File: src/hw/rtl/bmprle_pkg.sv
package bmprle_pkg;

  localparam int unsigned COORD_BITS = 14;
  // cursor registers carry one bit beyond the coordinate width
  localparam int unsigned CUR_BITS   = COORD_BITS + 1;

  // result queue geometry
  localparam int unsigned OUT_DEPTH    = 4;
  localparam int unsigned OUT_PTR_BITS = $clog2(OUT_DEPTH);
  localparam int unsigned OUT_CNT_BITS = $clog2(OUT_DEPTH + 1);

  localparam logic [7:0] NIBBLE_MASK = 8'h0F;

  typedef enum logic [1:0] {
    CFG_IMAGE_WIDTH  = 2'd0,
    CFG_IMAGE_HEIGHT = 2'd1,
    CFG_NIBBLE_MODE  = 2'd2
  } cfg_reg_e;

  typedef enum logic [2:0] {
    PH_LEN  = 3'd0,
    PH_CODE = 3'd1,
    PH_DX   = 3'd2,
    PH_DY   = 3'd3,
    PH_ABS  = 3'd4,
    PH_PAD  = 3'd5,
    PH_DONE = 3'd6
  } phase_e;

  typedef enum logic [1:0] {
    KIND_SPAN  = 2'd0,
    KIND_END   = 2'd1,
    KIND_TRUNC = 2'd2,
    KIND_BAD   = 2'd3
  } kind_e;

  // escape codes following a zero length byte
  localparam logic [7:0] ESC_EOL   = 8'd0;
  localparam logic [7:0] ESC_EOI   = 8'd1;
  localparam logic [7:0] ESC_DELTA = 8'd2;

  typedef struct packed {
    logic [7:0] stream_byte;
    logic       last_byte;
  } in_item_t;

  typedef struct packed {
    kind_e                 kind;
    logic [COORD_BITS-1:0] row;
    logic [COORD_BITS-1:0] column;
    logic [7:0]            count;
    logic [7:0]            color_a;
    logic [7:0]            color_b;
    logic                  final_result;
  } out_item_t;

endpackage

File: src/hw/rtl/bmp_rle_decoder.sv
// bmp_rle_decoder: decodes a bitmap RLE8 / RLE4 byte stream, one byte per input
// transaction, into pixel span descriptors (row from the top, first column,
// count clipped to the image width, even and odd pixel colors) plus end of
// image, truncated and malformed markers. A byte is taken into an input
// register and, once the queue has room for two, decoded against the cursor
// state; its one or two results are written into a four-entry result queue.
// The output side reads that queue one result per transaction. Throughput is
// one byte per cycle while the queue has room; input stall rises when more
// than two results are waiting in the queue, so the output drain rate (one
// result per cycle) sets the pace when the downstream stalls or a byte yields
// two results. The first result of a byte passes the input register and the
// result queue before it is offered. Configuration writes (width, height,
// nibble mode) land at once and are meant for idle periods.
module bmp_rle_decoder
  import bmprle_pkg::*;
(
  input  logic                  clk_i,
  input  logic                  rst_ni,
  // input byte channel
  input  logic                  in_valid_i,
  output logic                  in_stall_o,
  input  in_item_t              in_data_i,
  // result channel
  output logic                  out_valid_o,
  input  logic                  out_stall_i,
  output out_item_t             out_data_o,
  // configuration write port
  input  logic                  cfg_we_i,
  input  logic [1:0]            cfg_index_i,
  input  logic [COORD_BITS-1:0] cfg_data_i
);

  // ---------------------------------------------------------------------------
  // configuration registers
  // ---------------------------------------------------------------------------
  logic [COORD_BITS-1:0] width_q, height_q;
  logic                  nibble_q;

  always_ff @(posedge clk_i or negedge rst_ni) begin
    if (!rst_ni) begin
      width_q  <= COORD_BITS'(1);
      height_q <= COORD_BITS'(1);
      nibble_q <= 1'b0;
    end else if (cfg_we_i) begin
      case (cfg_index_i)
        CFG_IMAGE_WIDTH:  width_q  <= cfg_data_i;
        CFG_IMAGE_HEIGHT: height_q <= cfg_data_i;
        CFG_NIBBLE_MODE:  nibble_q <= cfg_data_i[0];
        default: ;
      endcase
    end
  end

  // zero size behaves as one
  logic [COORD_BITS-1:0] eff_w, eff_h;
  assign eff_w = (width_q  == '0) ? COORD_BITS'(1) : width_q;
  assign eff_h = (height_q == '0) ? COORD_BITS'(1) : height_q;

  // ---------------------------------------------------------------------------
  // input register and result queue occupancy
  // ---------------------------------------------------------------------------
  logic                    stage_valid_q;
  in_item_t                stage_q;
  logic [OUT_CNT_BITS-1:0] count_q, count_d;
  logic                    process;
  logic                    stage_take;

  // a byte is decoded only when the queue has room for both of its results
  assign process    = stage_valid_q && (count_q <= OUT_CNT_BITS'(OUT_DEPTH - 2));
  assign stage_take = !stage_valid_q || process;
  assign in_stall_o = !stage_take;

  always_ff @(posedge clk_i or negedge rst_ni) begin
    if (!rst_ni) begin
      stage_valid_q <= 1'b0;
    end else if (stage_take) begin
      stage_valid_q <= in_valid_i;
    end
  end

  always_ff @(posedge clk_i) begin
    if (stage_take && in_valid_i) begin
      stage_q <= in_data_i;
    end
  end

  // ---------------------------------------------------------------------------
  // decoder state
  // ---------------------------------------------------------------------------
  phase_e              phase_q, phase_d;
  logic [CUR_BITS-1:0] col_q, col_d;
  logic [CUR_BITS-1:0] row_q, row_d;
  logic [7:0]          run_q, run_d;
  logic [7:0]          abs_bytes_q, abs_bytes_d;
  logic [7:0]          abs_pix_q, abs_pix_d;
  logic                pad_q, pad_d;

  logic [7:0] b;
  assign b = stage_q.stream_byte;

  // clip unit: pixels of a run that still fit in the row
  logic [7:0]          want;
  logic [CUR_BITS-1:0] w_ext, room;
  logic [7:0]          clip_c;

  assign want   = (run_q != 8'd0) ? run_q : b;
  assign w_ext  = CUR_BITS'(eff_w);
  assign room   = (col_q < w_ext) ? (w_ext - col_q) : '0;
  assign clip_c = (room < CUR_BITS'(want)) ? room[7:0] : want;

  // pixels of one absolute data byte
  logic [1:0] abs_c;
  always_comb begin
    if (nibble_q) begin
      abs_c = (abs_pix_q >= 8'd2) ? 2'd2 : abs_pix_q[1:0];
    end else begin
      abs_c = (abs_pix_q != 8'd0) ? 2'd1 : 2'd0;
    end
  end

  // bounds check after end of line or delta move
  logic [CUR_BITS-1:0] chk_col, chk_row;
  logic                out_of_bounds;

  assign chk_col       = (phase_q == PH_CODE) ? '0 : col_q;
  assign chk_row       = row_q + ((phase_q == PH_CODE) ? CUR_BITS'(1) : CUR_BITS'(b));
  assign out_of_bounds = (chk_col >= w_ext) || (chk_row >= CUR_BITS'(eff_h));

  // absolute run byte count, rounded up to whole bytes in nibble mode
  logic [7:0] abs_len;
  logic [7:0] abs_left;
  assign abs_len  = nibble_q ? 8'((9'(b) + 9'd1) >> 1) : b;
  assign abs_left = (abs_bytes_q != 8'd0) ? (abs_bytes_q - 8'd1) : 8'd0;

  // next state
  always_comb begin
    phase_d     = phase_q;
    col_d       = col_q;
    row_d       = row_q;
    run_d       = run_q;
    abs_bytes_d = abs_bytes_q;
    abs_pix_d   = abs_pix_q;
    pad_d       = pad_q;
    case (phase_q)
      PH_LEN: begin
        run_d   = b;
        phase_d = PH_CODE;
      end
      PH_CODE: begin
        if (run_q != 8'd0) begin
          col_d   = col_q + CUR_BITS'(clip_c);
          phase_d = PH_LEN;
        end else if (b == ESC_EOL) begin
          col_d   = '0;
          row_d   = chk_row;
          phase_d = out_of_bounds ? PH_DONE : PH_LEN;
        end else if (b == ESC_EOI) begin
          phase_d = PH_DONE;
        end else if (b == ESC_DELTA) begin
          phase_d = PH_DX;
        end else begin
          abs_bytes_d = abs_len;
          pad_d       = abs_len[0];
          abs_pix_d   = clip_c;
          phase_d     = PH_ABS;
        end
      end
      PH_DX: begin
        col_d   = col_q + CUR_BITS'(b);
        phase_d = PH_DY;
      end
      PH_DY: begin
        row_d   = chk_row;
        phase_d = out_of_bounds ? PH_DONE : PH_LEN;
      end
      PH_ABS: begin
        col_d       = col_q + CUR_BITS'(abs_c);
        abs_pix_d   = abs_pix_q - 8'(abs_c);
        abs_bytes_d = abs_left;
        if (abs_left == 8'd0) begin
          phase_d = pad_q ? PH_PAD : PH_LEN;
        end
      end
      PH_PAD: begin
        pad_d   = 1'b0;
        phase_d = PH_LEN;
      end
      default: phase_d = PH_DONE;
    endcase
    // the last byte returns everything to the start of a stream
    if (stage_q.last_byte) begin
      phase_d     = PH_LEN;
      col_d       = '0;
      row_d       = '0;
      run_d       = '0;
      abs_bytes_d = '0;
      abs_pix_d   = '0;
      pad_d       = 1'b0;
    end
  end

  always_ff @(posedge clk_i or negedge rst_ni) begin
    if (!rst_ni) begin
      phase_q     <= PH_LEN;
      col_q       <= '0;
      row_q       <= '0;
      run_q       <= '0;
      abs_bytes_q <= '0;
      abs_pix_q   <= '0;
      pad_q       <= 1'b0;
    end else if (process) begin
      phase_q     <= phase_d;
      col_q       <= col_d;
      row_q       <= row_d;
      run_q       <= run_d;
      abs_bytes_q <= abs_bytes_d;
      abs_pix_q   <= abs_pix_d;
      pad_q       <= pad_d;
    end
  end

  // ---------------------------------------------------------------------------
  // result generation: one primary result and an optional truncated marker
  // ---------------------------------------------------------------------------
  out_item_t res0, res_trunc;
  logic      has0, has_trunc;
  logic      ends_done;

  always_comb begin
    has0              = 1'b0;
    ends_done         = 1'b0;
    res0              = '0;
    res0.kind         = KIND_SPAN;
    res0.row          = eff_h - COORD_BITS'(1) - row_q[COORD_BITS-1:0];
    res0.column       = col_q[COORD_BITS-1:0];
    res0.color_a      = nibble_q ? (b >> 4) : b;
    res0.color_b      = nibble_q ? (b & NIBBLE_MASK) : b;
    case (phase_q)
      PH_CODE: begin
        if (run_q != 8'd0) begin
          has0       = (clip_c != 8'd0);
          res0.count = clip_c;
        end else if (b == ESC_EOL) begin
          has0      = out_of_bounds;
          ends_done = out_of_bounds;
          res0      = '0;
          res0.kind = KIND_BAD;
        end else if (b == ESC_EOI) begin
          has0      = 1'b1;
          ends_done = 1'b1;
          res0      = '0;
          res0.kind = KIND_END;
        end
      end
      PH_DY: begin
        has0      = out_of_bounds;
        ends_done = out_of_bounds;
        res0      = '0;
        res0.kind = KIND_BAD;
      end
      PH_ABS: begin
        has0       = (abs_c != 2'd0);
        res0.count = 8'(abs_c);
      end
      PH_DONE: ends_done = 1'b1;
      default: ;
    endcase
    // stream ended without an end marker and without an earlier error
    has_trunc              = stage_q.last_byte && !ends_done;
    res0.final_result      = !has_trunc;
    res_trunc              = '0;
    res_trunc.kind         = KIND_TRUNC;
    res_trunc.final_result = 1'b1;
  end

  // ---------------------------------------------------------------------------
  // result queue
  // ---------------------------------------------------------------------------
  out_item_t               queue_q [OUT_DEPTH];
  logic [OUT_PTR_BITS-1:0] wptr_q, rptr_q;
  logic [1:0]              push_n;
  logic                    pop;

  assign push_n      = process ? (2'(has0) + 2'(has_trunc)) : 2'd0;
  assign out_valid_o = (count_q != '0);
  assign out_data_o  = queue_q[rptr_q];
  assign pop         = out_valid_o && !out_stall_i;
  assign count_d     = count_q + OUT_CNT_BITS'(push_n) - OUT_CNT_BITS'(pop);

  always_ff @(posedge clk_i) begin
    if (process) begin
      if (has0) begin
        queue_q[wptr_q] <= res0;
        if (has_trunc) begin
          queue_q[wptr_q + OUT_PTR_BITS'(1)] <= res_trunc;
        end
      end else if (has_trunc) begin
        queue_q[wptr_q] <= res_trunc;
      end
    end
  end

  always_ff @(posedge clk_i or negedge rst_ni) begin
    if (!rst_ni) begin
      wptr_q  <= '0;
      rptr_q  <= '0;
      count_q <= '0;
    end else begin
      wptr_q  <= wptr_q + OUT_PTR_BITS'(push_n);
      rptr_q  <= rptr_q + OUT_PTR_BITS'(pop);
      count_q <= count_d;
    end
  end

  // ---------------------------------------------------------------------------
  // assertions
  // ---------------------------------------------------------------------------
  a_queue_bound: assert property (@(posedge clk_i) disable iff (!rst_ni)
    count_q <= OUT_CNT_BITS'(OUT_DEPTH))
    else $error("result queue overfilled");

  a_last_restarts: assert property (@(posedge clk_i) disable iff (!rst_ni)
    process && stage_q.last_byte |=> phase_q == PH_LEN && col_q == '0 && row_q == '0)
    else $error("last byte did not restart the decoder");

  a_done_silent: assert property (@(posedge clk_i) disable iff (!rst_ni)
    process && phase_q == PH_DONE |=> count_q <= $past(count_q))
    else $error("result produced after end or error");

  a_abs_nonempty: assert property (@(posedge clk_i) disable iff (!rst_ni)
    phase_q == PH_ABS |-> abs_bytes_q != 8'd0)
    else $error("absolute run with no bytes left");

endmodule
File: config.mk
export PLATFORM = sky130hd
export DESIGN_NAME = bmp_rle_decoder
export DESIGN_NICKNAME = d
export VERILOG_FILES = /design/src/hw/rtl/bmprle_pkg.sv /design/src/hw/rtl/bmp_rle_decoder.sv
export SDC_FILE = /design/constraint.sdc
export NUM_CORES = 1
export LEC_CHECK = 0
export ABC_AREA = 1
export ABC_CLOCK_PERIOD_IN_PS = 6100
export BUFFER_PORTS_ARGS = -buffer_cell sky130_fd_sc_hd__clkbuf_2
export CAP_MARGIN = 25
export CORE_MARGIN = 8
export CORE_UTILIZATION = 50
export CTS_CLUSTER_SIZE = 14
export DETAILED_ROUTE_END_ITERATION = 8
export GPL_TIMING_DRIVEN = 0
export PLACE_DENSITY = 0.67
export SETUP_SLACK_MARGIN = 0.3
export SLEW_MARGIN = 0
export SYNTH_ARGS = -nofsm -noshare
export SYNTH_HDL_FRONTEND = slang
export SYNTH_SLANG_ARGS = --single-unit
export TNS_END_PERCENT = 100
File: constraint.sdc
create_clock -name clk_i -period 6.1 [get_ports clk_i]
set_input_delay 1.22 -clock clk_i [delete_from_list [all_inputs] [get_ports clk_i]]
set_output_delay 1.22 -clock clk_i [all_outputs]
set_load 0.02 [all_outputs]
==> results of run 1 <==
synthesized netlist by cell type, types with 3 or more instances:
library cell	n
o22ai_1	18
buf_2	13
and2_1	3
inv_1	565
o21bai_1	6
nand3b_1	5
nand3_2	3
dfrtp_1	93
buf_6	19
or2_2	3
o211ai_1	4
o21ai_0	187
nor2_2	3
o31ai_1	7
nand4_1	123
xnor2_1	11
nand2_1	794
clkbuf_1	122
inv_2	5
a31oi_1	3
buf_1	10
ha_1	104
a21oi_1	239
xor2_1	26
nor3_1	21
fa_1	7
nand3_1	72
dfxtp_1	204
nor4_1	5
nor2_1	453
buf_4	13
edfxtp_1	9
cells in the final DEF (no fill, tap or decap), types with 5 or more instances in the layout:
| master | netlist | routed |
|---|---|---|
| a21oi_1 | 239 | 229 |
| a21oi_2 | 0 | 10 |
| buf_1 | 10 | 7 |
| buf_2 | 13 | 24 |
| buf_4 | 13 | 53 |
| buf_6 | 19 | 23 |
| clkbuf_1 | 122 | 105 |
| clkbuf_16 | 0 | 40 |
| clkbuf_2 | 0 | 93 |
| clkbuf_4 | 0 | 6 |
| clkbuf_8 | 0 | 8 |
| clkinv_2 | 0 | 5 |
| dfrtp_1 | 93 | 86 |
| dfrtp_2 | 0 | 7 |
| dfxtp_1 | 204 | 204 |
| edfxtp_1 | 9 | 9 |
| ha_1 | 104 | 92 |
| ha_4 | 0 | 9 |
| inv_1 | 565 | 547 |
| inv_2 | 5 | 21 |
| nand2_1 | 794 | 752 |
| nand2_2 | 2 | 33 |
| nand2_4 | 1 | 12 |
| nand3_1 | 72 | 69 |
| nand3_2 | 3 | 5 |
| nand3b_1 | 5 | 5 |
| nand4_1 | 123 | 123 |
| nor2_1 | 453 | 432 |
| nor2_2 | 3 | 19 |
| nor2_4 | 0 | 5 |
| nor3_1 | 21 | 16 |
| nor4_1 | 5 | 5 |
| o21ai_0 | 187 | 182 |
| o21ai_1 | 1 | 5 |
| o21bai_1 | 6 | 6 |
| o22ai_1 | 18 | 18 |
| o31ai_1 | 7 | 7 |
| xnor2_1 | 11 | 9 |
| xor2_1 | 26 | 26 |
registers in the layout, summed over array words and instances, names as in the netlist:
signal         flops
wptr_q             2
pad_q              1
b                  8
height_q          14
nibble_q           1
row_q             15
queue_q          204
rptr_q             2
col_q             15
run_q              8
count_q            3
stage_q            1
width_q           14
phase_q            3
abs_bytes_q        8
abs_pix_q          8
stage_valid_q      1
worst paths after layout:
| kind | start | to | slack, ns | depth (start not counted) |
|---|---|---|---|---|
| worst max-delay path | phase_q[2] | queue_q[3][16] | 0.30 | 34 |
| worst min-delay path | queue_q[1][54] | queue_q[1][54] | 0.46 | 2 |
| worst max register to register | phase_q[2] | queue_q[3][16] | 0.30 | 34 |
| worst min register to register | queue_q[1][54] | queue_q[1][54] | 0.46 | 2 |
| max in group asynchronous | rst_ni | height_q[0] | 4.82 | 3 |
| min in group asynchronous | rst_ni | run_q[2] | 0.70 | 2 |
worst reg2reg max path, delay by kind of cell, from the launching register on:
kind | cells | cell delay [ns]
compound gates | 4 | 0.87
xor+xnor | 1 | 0.19
fa+ha+maj | 4 | 1.01
buf+inv | 6 | 0.78
flops | 1 | 0.48
simple gates | 19 | 2.38
power breakdown:
group / internal, mW / switching [mW] / total, mW
clock network: 1.43 / 0.936 / 2.37
logic: 3.04 / 6.14 / 9.18
registers: 2.96 / 0.538 / 3.50
total: 7.43 / 7.61 / 15.0
layer usage:
layer | global-route usage [%] | vias to the layer above
met5 | 0 | -
li1 | - | 10200
met3 | 4.11 | 163
met2 | 48.8 | 811
met1 | 34.9 | 9503
met4 | 11.3 | 0
area by class of cell:
cell class | count | area share (%)
Sequential cell | 308 | 28.6
Buffer | 177 | 4.10
Multi-Input combinational cell | 2120 | 46.4
Clock buffer | 54 | 4.68
Timing Repair Buffer | 132 | 3.51
Clock inverter | 14 | 0.791
Inverter | 572 | 9.14
Tap cell | 525 | 2.79
stage by stage:
| stage | setup WS, ns | cells | utilization, % | total power, mW |
|---|---|---|---|---|
| after detailed placement | -1.04 | 3790 | 53.5 | 11.9 |
| after floorplan | 0.538 | 3177 | - | 9.35 |
| after CTS | 0.249 | 3882 | 57.7 | 14.5 |
| after global routing | -0.0478 | 3902 | 59.2 | 16.3 |
| after global placement | -0.881 | 3788 | 53.4 | 11.7 |
| final | 0.304 | 3902 | 59.2 | 15.0 |
repair_timing:
action                                 in CTS  in global routing
setup buffers                              24                 18
resized for setup                          75                150
gates cloned                                0                  2
setup endpoints to repair                 215                214
pin swaps                                  25                 47
endpoints found under the hold margin       0                  0
cells by family after synthesis:
kind of cell	count (synthesis)
adder cells (fa/ha/maj)	111
XOR/XNOR	37
AND/OR/NAND/NOR	1493
AO/OA/AOI/OAI	479
flip-flops	308
buffers and inverters	749
==> impl_metrics.json, run 1 <==
{
  "pin_count": 87,
  "worstHoldPathType": "flop to flop",
  "powerDensity_nw_per_um2": 638,
  "cts_hold_buf": 0,
  "setup_tns_ns": 0,
  "synth-compound-area-share_pct": 12.5,
  "fmax_mhz": 173,
  "synth-xor-area-share_pct": 1.61,
  "slew_violations": 0,
  "die_x_um": 217,
  "crit_fanout": 10,
  "grt_pass1_vias": 19800,
  "antenna_left": 0,
  "p_leak_nw": 13.7,
  "syn_area_per_cell_um2": 6.35,
  "synth_flop_cell": "dfxtp_1",
  "synth_area_um2": 20200,
  "fin_nets": 3490,
  "post-route-period-util_pct": 95.0,
  "cp.arrival_ns": 6.26,
  "dr.max_layer_used": "met4",
  "clk_pin_slew_ns": 0.06,
  "required_ns": 6.56,
  "start_util_pct": 50.7,
  "dr.pass1.iters": 6,
  "hold_ws_ns": 0.461,
  "cts_max_level": 2,
  "yosysTopAreaCell": "dfxtp_1",
  "layout-drive-gt1-share_pct": 12.3,
  "grt-ovfl-total": 0,
  "run_status": "finished clean",
  "vias": 20700,
  "ys_seq_area_share_pct": 33.4,
  "synth-simple-area-share_pct": 30.5,
  "seq_area_um2": 6740,
  "dieArea_um2": 47100,
  "num-fill-cells": 3889,
  "antenna_found_initial": 0,
  "crit_buf_inv": 6,
  "setup_viol": 0,
  "yosysWarningCount": 0,
  "finClkSkew_ns": 0.0231,
  "yosysTopAreaCellShare_pct": 20.2,
  "wl_mm": 68.8,
  "wl_met1_mm": 28.2,
  "ys_types": 52,
  "port-buffer-count": 86,
  "cp-start-kind": "flop",
  "multi_input_area_um2": 10900,
  "synth_cells": 3177,
  "end_kind": "flop",
  "relSlewSlack_pct": 31.1,
  "num_rows": 73,
  "synth_edf_count": 9,
  "dpl-instance-area_um2": 21300,
  "vias_per_cell": 5.31,
  "place_congestion": 0.921,
  "drt_iter0_drc": 1866,
  "dp_hpwl_mm": 51.1,
  "tightest_slew_ns": 1.02,
  "vdd_drop_max_uv": 352,
  "grt_pass1_wl_mm": 107,
  "syn_nets": 3318,
  "grt_max_degree": 60,
  "cp_common_cell": "nand2_1",
  "min_period_ns": 5.80,
  "finalHoldViolations": 0,
  "area_delta_synth_final_pct": 16.8,
  "clk_latency_ns": 0.56,
  "stdcell_area_um2": 23600,
  "slowest_delay_ns": 0.48,
  "cts_tree": "done",
  "cts-root-buf": "clkbuf_16",
  "grt_usage_pct": 28.2,
  "path_class": "flop to flop",
  "die_h_um": 217,
  "synth_top_family_by_area": "simple AND/OR/NAND/NOR gates",
  "synthAdderAreaFrac_pct": 7.14,
  "cp_slowest_cell": "dfrtp_1",
  "cts.sinks": 308,
  "ys_ff_latch": 308,
  "cap_violations": 0,
  "ys_async_sr_fraction_pct": 30.8,
  "antennaDiodeCount": 0,
  "grt_setup_unrepaired": "true",
  "cts_buffer_depth": 3,
  "post_drt_wl_per_cell_um": 17.6,
  "synth.area.mux_share_pct": 0,
  "synthTopCellsByArea": "dfxtp_1, nand2_1, dfrtp_1, inv_1, nor2_1",
  "dr_wl_met2_mm": 33.0,
  "design.core.area_um2": 39800,
  "route.detailed.drc": 0,
  "cts_inserted_buffers": 38,
  "wl_met3_mm": 5.07,
  "critical-path-top-delay-family": "simple AND/OR/NAND/NOR gates"
}
(Power assumes the default switching activity.)
==> inputs of run 2 (changes only) <==
REMOVE_ABC_BUFFERS = 1   (was not set)
==> run 2 against run 1 <==
  * Die area did not move
  * Clock skew is 0.00094 ns higher
  * Critical path depth did not move
  * Setup slack improved by 0.12 ns
  * Largest cell class unchanged
==> impl_metrics.json, run 2 (synthesized netlist as in run 1, its figures left out) <==
{
  "r2r_cells": 34,
  "vdd_drop_max_uv": 318,
  "design.core.area_um2": 39800,
  "finalHoldViolations": 0,
  "cp-start-kind": "flop",
  "pin_count": 87,
  "largest_reg_flops": 204,
  "cts_buffer_depth": 3,
  "switchingPower_mw": 7.35,
  "final_common_cell": "nand2_1",
  "slowest_delay_ns": 0.44,
  "tightest_slew_ns": 1.21,
  "vias_per_cell": 5.32,
  "cts-root-buf": "clkbuf_16",
  "end_kind": "flop",
  "relSlewSlack_pct": 19.3,
  "cts.sinks": 308,
  "grt-ovfl-total": 0,
  "cp_slowest_cell": "dfrtp_2",
  "cp_common_cell": "ha_4",
  "cts_max_level": 2,
  "largestRegisters": "queue_q x204, col_q x15, row_q x15",
  "clk_latency_ns": 0.54,
  "required_ns": 6.51,
  "post_drt_wl_per_cell_um": 16.8,
  "num_rows": 73,
  "crit_fanout": 5,
  "wl_mm": 63.1,
  "post-route-period-util_pct": 93.1,
  "start_util_pct": 50.7,
  "antennaDiodeCount": 0,
  "slew_violations": 0,
  "swShare_pct": 50.8,
  "regMostFlops": "queue_q",
  "intPower_mw": 7.13,
  "dr.pass1.iters": 8,
  "cts_inserted_buffers": 36,
  "setup_tns_ns": 0,
  "antenna_left": 0,
  "grt_setup_unrepaired": "true",
  "cp.arrival_ns": 6.09,
  "clk_pin_slew_ns": 0.06,
  "vias": 20000,
  "grt_usage_pct": 25.7,
  "area_delta_synth_final_pct": 13.8,
  "route.detailed.drc": 0,
  "regToRegSetupSlack_ns": 0.42,
  "port-buffer-count": 86,
  "dr.max_layer_used": "met5",
  "dieArea_um2": 47100,
  "powerDensity_nw_per_um2": 630,
  "cap_violations": 0,
  "finClkSkew_ns": 0.0241,
  "wl_met1_mm": 26.6,
  "fin_nets": 3349,
  "dp_hpwl_mm": 40.0,
  "min_period_ns": 5.68,
  "setup_viol": 0,
  "worstHoldPathType": "flop to flop",
  "layout-drive-gt1-share_pct": 10.4,
  "p_leak_nw": 13.5,
  "dr_wl_met2_mm": 29.9,
  "grt_pass1_wl_mm": 98.6,
  "drt_iter0_drc": 1547,
  "die_h_um": 217,
  "path_class": "flop to flop",
  "grt_pass1_vias": 18600,
  "antenna_found_initial": 1,
  "die_x_um": 217,
  "power_frac_clock_pct": 14.6,
  "fmax_mhz": 176,
  "grt_max_degree": 125,
  "wl_met3_mm": 4.57,
  "power_mw": 14.5,
  "cts_tree": "done",
  "p_seq_share_pct": 24.4,
  "mostFrequentLayoutCells": "nand2_1, inv_1, nor2_1",
  "run_status": "finished clean",
  "comb_power_share_pct": 61.1,
  "worstHoldPathCells": 2,
  "place_congestion": 0.917
}
-- run 2: cell types whose count changed in the layout (fill, tap and decap cells not counted), moves of 7 or more --
| cell | delta |
|---|---|
| buf_2 | -24 |
| buf_12 | +7 |
| inv_2 | -8 |
| clkbuf_1 | -97 |
| clkbuf_2 | -8 |
| buf_16 | +8 |
| nand2_1 | +16 |
| nor2_1 | +8 |
| nand2_2 | -13 |
| nor2_2 | -12 |
| buf_6 | -21 |
| buf_1 | -7 |
-- run 2: area by class of cell --
cell class,instances,area (um^2)
fill,3808,16900
timing repair buffer,163,1350
clock buffer,49,1010
tap,525,657
multi-input combinational,2127,10900
sequential,308,6740
inverter,572,2160
clock inverter,12,109
-- run 2: critical path, delay by kind of cell (launching register included) --
| family | cells | cell delay [ns] |
|---|---|---|
| and+or+nand+nor | 14 | 1.63 |
| adders and majority gates | 6 | 1.52 |
| DFF | 1 | 0.44 |
| buffers and inverters | 6 | 0.45 |
| xor gates and xnor gates | 2 | 0.36 |
| AOI/OAI and AO/OA | 6 | 1.11 |
-- run 2: power by group through the flow --
stage          Combinational (mW)  Sequential [mW]  Clock (mW)
3_3_place_gp                 7.58             3.55           0
4_1_cts                      8.32             3.51        2.13
6_report                     8.84             3.53        2.11
2_1_floorplan                5.63             3.38           0
3_5_place_dp                 7.95             3.56           0
5_1_grt                      9.88             3.62        2.21
-- run 2: final timing paths --
kind | end | startpoint
worst max-delay path | count_q[2] | phase_q[1]
worst min-delay path | queue_q[1][54] | queue_q[1][54]
worst max register to register | count_q[2] | phase_q[1]
worst min register to register | queue_q[1][54] | queue_q[1][54]
max in group asynchronous | width_q[6] | rst_ni
min in group asynchronous | run_q[5] | rst_ni
-- run 2: per-stage QoR --
step	cell area (um^2)	utilization, %	std cells	hold slack, ns	worst slack, ns
6_report	23000	57.7	3756	0.464	0.421
5_1_grt	23000	57.7	3756	0.492	0.109
4_1_cts	22300	56.1	3717	0.466	0.303
3_5_place_dp	20900	52.4	3628	0.447	-1.22
3_3_place_gp	20400	51.2	3611	0.435	-3.47
2_1_floorplan	19300	-	3000	0.424	-0.776
-- run 2: repair_timing --
item / 4_1_cts / 5_1_grt
hold buffers: 0 / 0
pin swaps: 7 / 41
endpoints found under the hold margin: 0 / 0
gates cloned: 8 / 2
gates resized for setup: 30 / 82
endpoints found under the setup margin: 213 / 214
buffers inserted: 20 / 36
-- run 2: metal layers --
| metal | up-vias | global-route usage [%] |
|---|---|---|
| met5 | - | 0 |
| met4 | 2 | 10.0 |
| met3 | 132 | 4.01 |
| met2 | 741 | 43.2 |
| met1 | 9168 | 32.8 |
| li1 | 9951 | - |
